## config.mk

```make
export PLATFORM = sky130hd
export DESIGN_NAME = kfpu_ctrl
export DESIGN_NICKNAME = d
export VERILOG_FILES = /design/src/rtl/core/kfpu_pkg.sv /design/src/rtl/core/kfpu_ctrl.sv
export SDC_FILE = /design/constraint.sdc
export NUM_CORES = 1
export LEC_CHECK = 0
export BUFFER_PORTS_ARGS = -buffer_cell sky130_fd_sc_hd__buf_2
export CORE_UTILIZATION = 45
export DETAILED_ROUTE_END_ITERATION = 12
export GPL_TIMING_DRIVEN = 0
export PLACE_DENSITY = 0.69
export SLEW_MARGIN = 30
export SYNTH_ARGS = -nofsm -noshare
export SYNTH_HDL_FRONTEND = slang
export SYNTH_SLANG_ARGS = --single-unit
```

## constraint.sdc

```tcl
create_clock -name clk_i -period 3.7 [get_ports clk_i]
set_clock_uncertainty 0.2 [all_clocks]
set_input_delay 0.185 -clock clk_i [delete_from_list [all_inputs] [get_ports clk_i]]
set_output_delay 0.185 -clock clk_i [all_outputs]
set_load 0.005 [all_outputs]
```

## src/rtl/core/kfpu_pkg.sv

```systemverilog
package kfpu_pkg;

  localparam int STATE_SIZE_DEF = 2;
  localparam int FRAC_BITS_DEF  = 16;
  localparam int VAL_W          = 32;
  localparam int COEF_W         = 16;
  localparam int CFG_IDX_W      = 2;
  localparam int CFG_DATA_W     = 64;
  localparam int PC_W           = 5;
  localparam int QUO_W          = 33;

  localparam logic [63:0] TRANS_RESET  = 64'h0100_0000_0000_0100;
  localparam logic [63:0] PNOISE_RESET = 64'h0100_0000_0000_0100;
  localparam logic [31:0] HROW_RESET   = 32'h0100_0000;
  localparam logic [15:0] RNOISE_RESET = 16'h0100;

  typedef enum logic [1:0] {
    REG_TRANS,
    REG_PNOISE,
    REG_HROW,
    REG_RNOISE
  } reg_e;

  // Operand registers of the datapath: state, covariance and scratch.
  typedef enum logic [3:0] {
    V_X0, V_X1, V_P00, V_P01, V_P10, V_P11,
    V_T0, V_T1, V_T2, V_T3, V_T4, V_T5, V_T6, V_T7
  } vsel_e;

  typedef enum logic [3:0] {
    B_F00, B_F01, B_F10, B_F11, B_H0, B_H1, B_T4, B_T6, B_T7
  } bsel_e;

  typedef enum logic [2:0] {
    T_NONE, T_QADD, T_RADD, T_ZSUB, T_DADD, T_DSUB
  } term_e;

  typedef enum logic [2:0] {
    I_DOT, I_COPY, I_CHK, I_DIV, I_END
  } ins_e;

  typedef enum logic [2:0] {
    S_IDLE, S_EXEC, S_MAC1, S_WAIT, S_WB, S_DIVW, S_FIN
  } state_e;

  // The innovation variance always lands in this scratch register.
  localparam vsel_e V_S = V_T5;

  localparam logic [PC_W-1:0] PRED_BASE = 5'd0;
  localparam logic [PC_W-1:0] UPD_BASE  = 5'd12;

  typedef struct packed {
    ins_e        kind;
    vsel_e       a0;
    bsel_e       b0;
    vsel_e       a1;
    bsel_e       b1;
    logic        two;
    logic        frac;
    term_e       term;
    logic [1:0]  qsel;
    vsel_e       dst;
    logic        hi;
  } ins_t;

  typedef struct packed {
    logic       load;
    logic       mac;
    logic       clr;
    vsel_e      a;
    bsel_e      b;
    logic       wb;
    logic       copy;
    logic       frac;
    term_e      term;
    logic [1:0] qsel;
    vsel_e      dst;
    logic       hi;
    logic       div_start;
    logic       div_wb;
    logic       publish;
    logic       sing;
  } cmd_t;

  typedef struct packed {
    logic s_zero;
    logic div_done;
  } sts_t;

  function automatic ins_t dot2(input vsel_e a0, input bsel_e b0, input vsel_e a1,
                                input bsel_e b1, input term_e term, input logic [1:0] qsel,
                                input vsel_e dst, input logic hi);
    ins_t i;
    i.kind = I_DOT;
    i.a0   = a0;
    i.b0   = b0;
    i.a1   = a1;
    i.b1   = b1;
    i.two  = 1'b1;
    i.frac = 1'b0;
    i.term = term;
    i.qsel = qsel;
    i.dst  = dst;
    i.hi   = hi;
    return i;
  endfunction

  function automatic ins_t dot1(input vsel_e a0, input bsel_e b0, input term_e term,
                                input vsel_e dst, input logic hi);
    ins_t i;
    i = dot2(a0, b0, a0, b0, term, 2'd0, dst, hi);
    i.two  = 1'b0;
    i.frac = 1'b1;
    return i;
  endfunction

  function automatic ins_t ins_op(input ins_e kind, input vsel_e a0, input vsel_e dst,
                                  input logic hi);
    ins_t i;
    i = dot2(a0, B_F00, a0, B_F00, T_NONE, 2'd0, dst, hi);
    i.kind = kind;
    return i;
  endfunction

  // Sequencer program: predict from PRED_BASE, update from UPD_BASE.
  function automatic ins_t prog(input logic [PC_W-1:0] pc);
    ins_t i;
    i = ins_op(I_END, V_X0, V_X0, 1'b0);
    unique case (pc)
      5'd0:  i = dot2(V_X0, B_F00, V_X1, B_F01, T_NONE, 2'd0, V_T4, 1'b0);
      5'd1:  i = dot2(V_X0, B_F10, V_X1, B_F11, T_NONE, 2'd0, V_X1, 1'b1);
      5'd2:  i = ins_op(I_COPY, V_T4, V_X0, 1'b0);
      5'd3:  i = dot2(V_P00, B_F00, V_P10, B_F01, T_NONE, 2'd0, V_T0, 1'b0);
      5'd4:  i = dot2(V_P01, B_F00, V_P11, B_F01, T_NONE, 2'd0, V_T1, 1'b1);
      5'd5:  i = dot2(V_P00, B_F10, V_P10, B_F11, T_NONE, 2'd0, V_T2, 1'b1);
      5'd6:  i = dot2(V_P01, B_F10, V_P11, B_F11, T_NONE, 2'd0, V_T3, 1'b1);
      5'd7:  i = dot2(V_T0, B_F00, V_T1, B_F01, T_QADD, 2'd0, V_P00, 1'b0);
      5'd8:  i = dot2(V_T0, B_F10, V_T1, B_F11, T_QADD, 2'd1, V_P01, 1'b1);
      5'd9:  i = dot2(V_T2, B_F00, V_T3, B_F01, T_QADD, 2'd2, V_P10, 1'b1);
      5'd10: i = dot2(V_T2, B_F10, V_T3, B_F11, T_QADD, 2'd3, V_P11, 1'b1);
      5'd11: i = ins_op(I_END, V_X0, V_X0, 1'b0);
      5'd12: i = dot2(V_X0, B_H0, V_X1, B_H1, T_ZSUB, 2'd0, V_T4, 1'b0);
      5'd13: i = dot2(V_P00, B_H0, V_P01, B_H1, T_NONE, 2'd0, V_T0, 1'b0);
      5'd14: i = dot2(V_P10, B_H0, V_P11, B_H1, T_NONE, 2'd0, V_T1, 1'b1);
      5'd15: i = dot2(V_T0, B_H0, V_T1, B_H1, T_RADD, 2'd0, V_S, 1'b0);
      5'd16: i = ins_op(I_CHK, V_S, V_S, 1'b0);
      5'd17: i = ins_op(I_DIV, V_T0, V_T2, 1'b0);
      5'd18: i = ins_op(I_DIV, V_T1, V_T3, 1'b1);
      5'd19: i = dot2(V_P00, B_H0, V_P10, B_H1, T_NONE, 2'd0, V_T6, 1'b0);
      5'd20: i = dot2(V_P01, B_H0, V_P11, B_H1, T_NONE, 2'd0, V_T7, 1'b1);
      5'd21: i = dot1(V_T2, B_T4, T_DADD, V_X0, 1'b0);
      5'd22: i = dot1(V_T3, B_T4, T_DADD, V_X1, 1'b1);
      5'd23: i = dot1(V_T2, B_T6, T_DSUB, V_P00, 1'b0);
      5'd24: i = dot1(V_T2, B_T7, T_DSUB, V_P01, 1'b1);
      5'd25: i = dot1(V_T3, B_T6, T_DSUB, V_P10, 1'b1);
      5'd26: i = dot1(V_T3, B_T7, T_DSUB, V_P11, 1'b1);
      default: i = ins_op(I_END, V_X0, V_X0, 1'b0);
    endcase
    return i;
  endfunction

endpackage

```

## src/rtl/core/kfpu_ctrl.sv

```systemverilog
module kfpu_ctrl (
  input  logic           clk_i,
  input  logic           rst_ni,
  input  logic           in_valid_i,
  output logic           in_ready_o,
  input  logic           mode_i,
  output logic           out_valid_o,
  input  logic           out_ready_i,
  input  kfpu_pkg::sts_t sts_i,
  output kfpu_pkg::cmd_t cmd_o
);

  kfpu_pkg::state_e         state_q, state_d;
  logic [kfpu_pkg::PC_W-1:0] pc_q, pc_d;
  logic                     sing_q, sing_d, out_valid_q, out_valid_d;
  kfpu_pkg::ins_t           ins;

  assign ins = kfpu_pkg::prog(pc_q);

  always_comb begin
    state_d     = state_q;
    pc_d        = pc_q;
    sing_d      = sing_q;
    out_valid_d = out_valid_q && !out_ready_i;
    cmd_o           = '0;
    cmd_o.a         = ins.a0;
    cmd_o.b         = ins.b0;
    cmd_o.frac      = ins.frac;
    cmd_o.term      = ins.term;
    cmd_o.qsel      = ins.qsel;
    cmd_o.dst       = ins.dst;
    cmd_o.hi        = ins.hi;
    unique case (state_q)
      kfpu_pkg::S_IDLE: begin
        if (in_valid_i) begin
          cmd_o.load = 1'b1;
          pc_d       = mode_i ? kfpu_pkg::UPD_BASE : kfpu_pkg::PRED_BASE;
          sing_d     = 1'b0;
          state_d    = kfpu_pkg::S_EXEC;
        end
      end
      kfpu_pkg::S_EXEC: begin
        unique case (ins.kind)
          kfpu_pkg::I_DOT: begin
            cmd_o.mac = 1'b1;
            cmd_o.clr = 1'b1;
            state_d   = ins.two ? kfpu_pkg::S_MAC1 : kfpu_pkg::S_WAIT;
          end
          kfpu_pkg::I_COPY: begin
            cmd_o.copy = 1'b1;
            pc_d       = pc_q + 1'b1;
          end
          kfpu_pkg::I_CHK: begin
            if (sts_i.s_zero) begin
              sing_d  = 1'b1;
              state_d = kfpu_pkg::S_FIN;
            end else begin
              pc_d = pc_q + 1'b1;
            end
          end
          kfpu_pkg::I_DIV: begin
            cmd_o.div_start = 1'b1;
            state_d         = kfpu_pkg::S_DIVW;
          end
          default: state_d = kfpu_pkg::S_FIN;
        endcase
      end
      kfpu_pkg::S_MAC1: begin
        cmd_o.mac = 1'b1;
        cmd_o.a   = ins.a1;
        cmd_o.b   = ins.b1;
        state_d   = kfpu_pkg::S_WAIT;
      end
      // The last product still passes from the product register into the accumulator.
      kfpu_pkg::S_WAIT: state_d = kfpu_pkg::S_WB;
      kfpu_pkg::S_WB: begin
        cmd_o.wb = 1'b1;
        pc_d     = pc_q + 1'b1;
        state_d  = kfpu_pkg::S_EXEC;
      end
      kfpu_pkg::S_DIVW: begin
        if (sts_i.div_done) begin
          cmd_o.div_wb = 1'b1;
          pc_d         = pc_q + 1'b1;
          state_d      = kfpu_pkg::S_EXEC;
        end
      end
      kfpu_pkg::S_FIN: begin
        if (!out_valid_q || out_ready_i) begin
          cmd_o.publish = 1'b1;
          cmd_o.sing    = sing_q;
          out_valid_d   = 1'b1;
          state_d       = kfpu_pkg::S_IDLE;
        end
      end
      default: state_d = kfpu_pkg::S_IDLE;
    endcase
  end

  always_ff @(posedge clk_i or negedge rst_ni) begin
    if (!rst_ni) begin
      state_q     <= kfpu_pkg::S_IDLE;
      pc_q        <= '0;
      sing_q      <= 1'b0;
      out_valid_q <= 1'b0;
    end else begin
      state_q     <= state_d;
      pc_q        <= pc_d;
      sing_q      <= sing_d;
      out_valid_q <= out_valid_d;
    end
  end

  assign in_ready_o  = (state_q == kfpu_pkg::S_IDLE);
  assign out_valid_o = out_valid_q;

endmodule

```

==> metrics <==
run status=complete, no violations; Setup Crit Path Kind=flip-flop to output port; Main synth FF type=sky130_fd_sc_hd__dfrtp_1; Slew headroom=63.4%; required time worst endpoint=3.31 ns; class of the most critical hold timing path=primary input to flip-flop; Cell Area, Synth=0.00148 mm2; Synth Net Count=233; sinks on the clock net=10; total negative slack=0 ns; worst vdd ir=0.427 mV; vertical extent of the die=59.4 um; Critical Path Start Type=flip-flop; Post-CTS Resized=0; GRT Util Overall=26.9%; Hold Crit Depth=3; DRT Pass-1 Iters=5; CTS Buf Count=3; complex-gate fraction of the synthesized area=31.7%; width of the die=59.4 um; number of antenna violations at the first check in global routing=0; io pins=37; drt initial violations=115; Detail Placement HPWL=3340 um; latest clock arrival within the worst-skew pair=0.26 ns; total power per unit cell area=882 mW/mm2; maximum count of clock buffers along a single path=2; Setup Buffers After CTS=0; number of nets with antenna violations after routing=0; Leakage Power=0.000801 uW; Yosys top cell area share=16.9%; share of synthesized cell area in full adder, half adder and majority cells=10.1%; share of layout cells above drive strength 1=20.4%; total number of vias=1,741; number of enable flip-flop cells after synthesis=0; leading area contributor after synthesis=sky130_fd_sc_hd__dfrtp_1; largest family of logic cells by synthesized area=compound AO/OA/AOI/OAI gates; effective utilization at floorplan=48.2%; count of buffers from port buffering=36; Slew Limit Fails=0; share of the core filled with cells=57.2%; average wire length per cell after detail routing=14.9 um; R2R cell count=8; endpoint kind of the worst setup timing path=output port; gate count after technology mapping=214; setup slack on the worst flop-to-flop path=0.72 ns; proportion of synthesized chip area in sequential cells=16.9%; net total in the final layout=276; launch point of the worst hold path=sts_i[1]; GR Overflow Total=0; vias in the first global route=1,439; worst-path maximum fanout=10; endpoint with the worst hold slack=sing_q; simple-gate share of the synthesized area=25.6%; Pwr Total=1550 uW; clock slew at the register clock pins of the worst setup and hold paths=0.06 ns; worst path arrival time=2.66 ns; number of vias per cell after detailed routing=5.82; wire length of the first global-routing pass=7170 um; Final GP Congestion=0.955; count of cell types in the netlist=47; transition time at the pin with the least slew margin=0.548 ns; Yosys warnings=0; Ant. Diodes=0; overall die area=0.00353 mm2; Synth Area per Inst=6.93 um2; Final Routed Wirelength=4460 um; max-cap check violation count=0; DRC violation count after routing=0; H-tree levels=1; setup repair after global routing missed its margin=false; FFs w/ async S/R, synth=100%; placement row count=20; area of the core=0.00308 mm2; number of placed cells counting well taps=294; final period utilization=82.4%; clock tree from TritonCTS=done; critical register-to-register path startpoint=pc_q[1]; total of flip-flops plus latches after synthesis=10; post-route insts no fill=299; mux share of post-synthesis cell area=4.47%; maximum clock rate=328 MHz; clock period minus worst slack=3.05 ns; Area growth syn-to-layout=18.7%; largest net degree at the start of global routing=11; Root Buffer=sky130_fd_sc_hd__clkbuf_4; # setup viols final=0; biggest area contributors in the synthesized netlist=sky130_fd_sc_hd__dfrtp_1, sky130_fd_sc_hd__ha_1, sky130_fd_sc_hd__a21oi_1, sky130_fd_sc_hd__o21ai_0, sky130_fd_sc_hd__nand2_1; share of the synthesized netlist area taken by xor and xnor gates=1.18%; Critical R2R Capture=state_q[0]; Hold Vio Cnt, Final=0
[through the flow]
step                      setup slack (ns)  instance area, um2  hold WS [ns]
after floorplan                       1.04                1480        -0.311
after global placement               0.731                1720        -0.149
after detailed placement             0.737                1720        -0.148
after CTS                            0.658                1760       0.00682
after global routing                 0.436                1760        0.0408
final                                0.652                1760        0.0289
[cells by family after synthesis]
kind of cell | after synthesis
flip-flops | 10
XOR/XNOR | 2
AO/OA/AOI/OAI | 78
buffers and inverters | 33
AND/OR/NAND/NOR | 73
adder cells (fa/ha/maj) | 12
multiplexers | 6
[how the worst max path moves through the flow]
stage / start / to / slack (ns) / cells past startpoint
3_3_place_gp: pc_q[1] / state_q[0] / 0.73 / 8
4_1_cts: pc_q[1] / cmd_o[23] / 0.66 / 10
6_report: pc_q[1] / cmd_o[23] / 0.65 / 10
3_5_place_dp: pc_q[1] / state_q[0] / 0.74 / 8
5_1_grt: pc_q[1] / cmd_o[23] / 0.44 / 10
2_1_floorplan: pc_q[0] / state_q[0] / 1.04 / 8
[synthesized netlist by cell type (4+ instances only)]
| master | instances |
|---|---|
| sky130_fd_sc_hd__nor3_1 | 11 |
| sky130_fd_sc_hd__inv_1 | 12 |
| sky130_fd_sc_hd__dfrtp_1 | 10 |
| sky130_fd_sc_hd__or3_1 | 4 |
| sky130_fd_sc_hd__a31oi_1 | 5 |
| sky130_fd_sc_hd__nand2_1 | 16 |
| sky130_fd_sc_hd__o22ai_1 | 5 |
| sky130_fd_sc_hd__clkbuf_1 | 14 |
| sky130_fd_sc_hd__ha_1 | 12 |
| sky130_fd_sc_hd__nand3_1 | 7 |
| sky130_fd_sc_hd__o21ai_0 | 23 |
| sky130_fd_sc_hd__nor2_1 | 12 |
| sky130_fd_sc_hd__nor2b_1 | 6 |
| sky130_fd_sc_hd__a21oi_1 | 25 |
[layout by cell type, fill, tap and decap left out, types with 2 or more instances in the layout]
master,count
sky130_fd_sc_hd__a21o_1,3
sky130_fd_sc_hd__a21oi_1,25
sky130_fd_sc_hd__nor2b_1,6
sky130_fd_sc_hd__o21ai_0,23
sky130_fd_sc_hd__nand3_1,7
sky130_fd_sc_hd__nor3_1,11
sky130_fd_sc_hd__dlygate4sd3_1,2
sky130_fd_sc_hd__buf_2,38
sky130_fd_sc_hd__nor4_1,2
sky130_fd_sc_hd__xnor2_1,2
sky130_fd_sc_hd__nor2_1,12
sky130_fd_sc_hd__ha_1,12
sky130_fd_sc_hd__buf_6,2
sky130_fd_sc_hd__inv_1,12
sky130_fd_sc_hd__a31oi_1,5
sky130_fd_sc_hd__o21a_1,2
sky130_fd_sc_hd__buf_4,2
sky130_fd_sc_hd__mux2_2,2
sky130_fd_sc_hd__a211oi_1,2
sky130_fd_sc_hd__o31ai_1,2
sky130_fd_sc_hd__clkbuf_4,3
sky130_fd_sc_hd__and3_1,3
sky130_fd_sc_hd__a221oi_1,3
sky130_fd_sc_hd__or3_1,4
sky130_fd_sc_hd__mux2i_1,3
sky130_fd_sc_hd__and2_1,3
sky130_fd_sc_hd__dfrtp_1,10
sky130_fd_sc_hd__nand2_1,16
sky130_fd_sc_hd__o22ai_1,5
sky130_fd_sc_hd__clkbuf_1,14
[area by class of cell]
class	instances	area, um2
Buffer	21	104
Clock buffer	3	22.5
Fill cell	333	1320
Inverter	12	45.0
Multi-Input combinational cell	171	1080
Sequential cell	10	250
Tap cell	44	55.1
Timing Repair Buffer	38	200
[repair_timing]
| action | in CTS | in global routing |
|---|---|---|
| endpoints found under the setup margin | 0 | 0 |
| hold buffers | 2 | 0 |
| hold endpoints to repair | 11 | 0 |
[sequential cells by signal, indices dropped and copies added, names as in the netlist]
name,count
out_valid_o,1
pc_q,5
state_q,3
sing_q,1
[metal layers]
| layer | GRT usage (%) | vias to the layer above | wire length (um) |
|---|---|---|---|
| met5 | 0 | - | 0 |
| met4 | 6.80 | 0 | 27 |
| met3 | 2.84 | 4 | 332 |
| met2 | 38.7 | 76 | 1950 |
| met1 | 41.8 | 804 | 2150 |
| li1 | - | 857 | - |
[worst max-delay path: stages (launching register included)]
cell and delay, ns:
sky130_fd_sc_hd__dfrtp_1 0.36, sky130_fd_sc_hd__clkbuf_1 0.34, sky130_fd_sc_hd__inv_1 0.19, sky130_fd_sc_hd__ha_1 0.34
sky130_fd_sc_hd__clkbuf_1 0.41, sky130_fd_sc_hd__nor2b_1 0.27, sky130_fd_sc_hd__nand3_1 0.10, sky130_fd_sc_hd__o21ai_0 0.10
sky130_fd_sc_hd__nand2_1 0.07, sky130_fd_sc_hd__o21ai_0 0.08, sky130_fd_sc_hd__buf_2 0.14
[report_power, final]
group	leakage (uW)	switching [uW]	internal [uW]
Clock	0.0000138	31.8	37.3
Sequential	0.000129	29.5	150
Combinational	0.000659	778	526
Total	0.000801	839	713
Note: power is estimated with default switching activity, not from simulation.
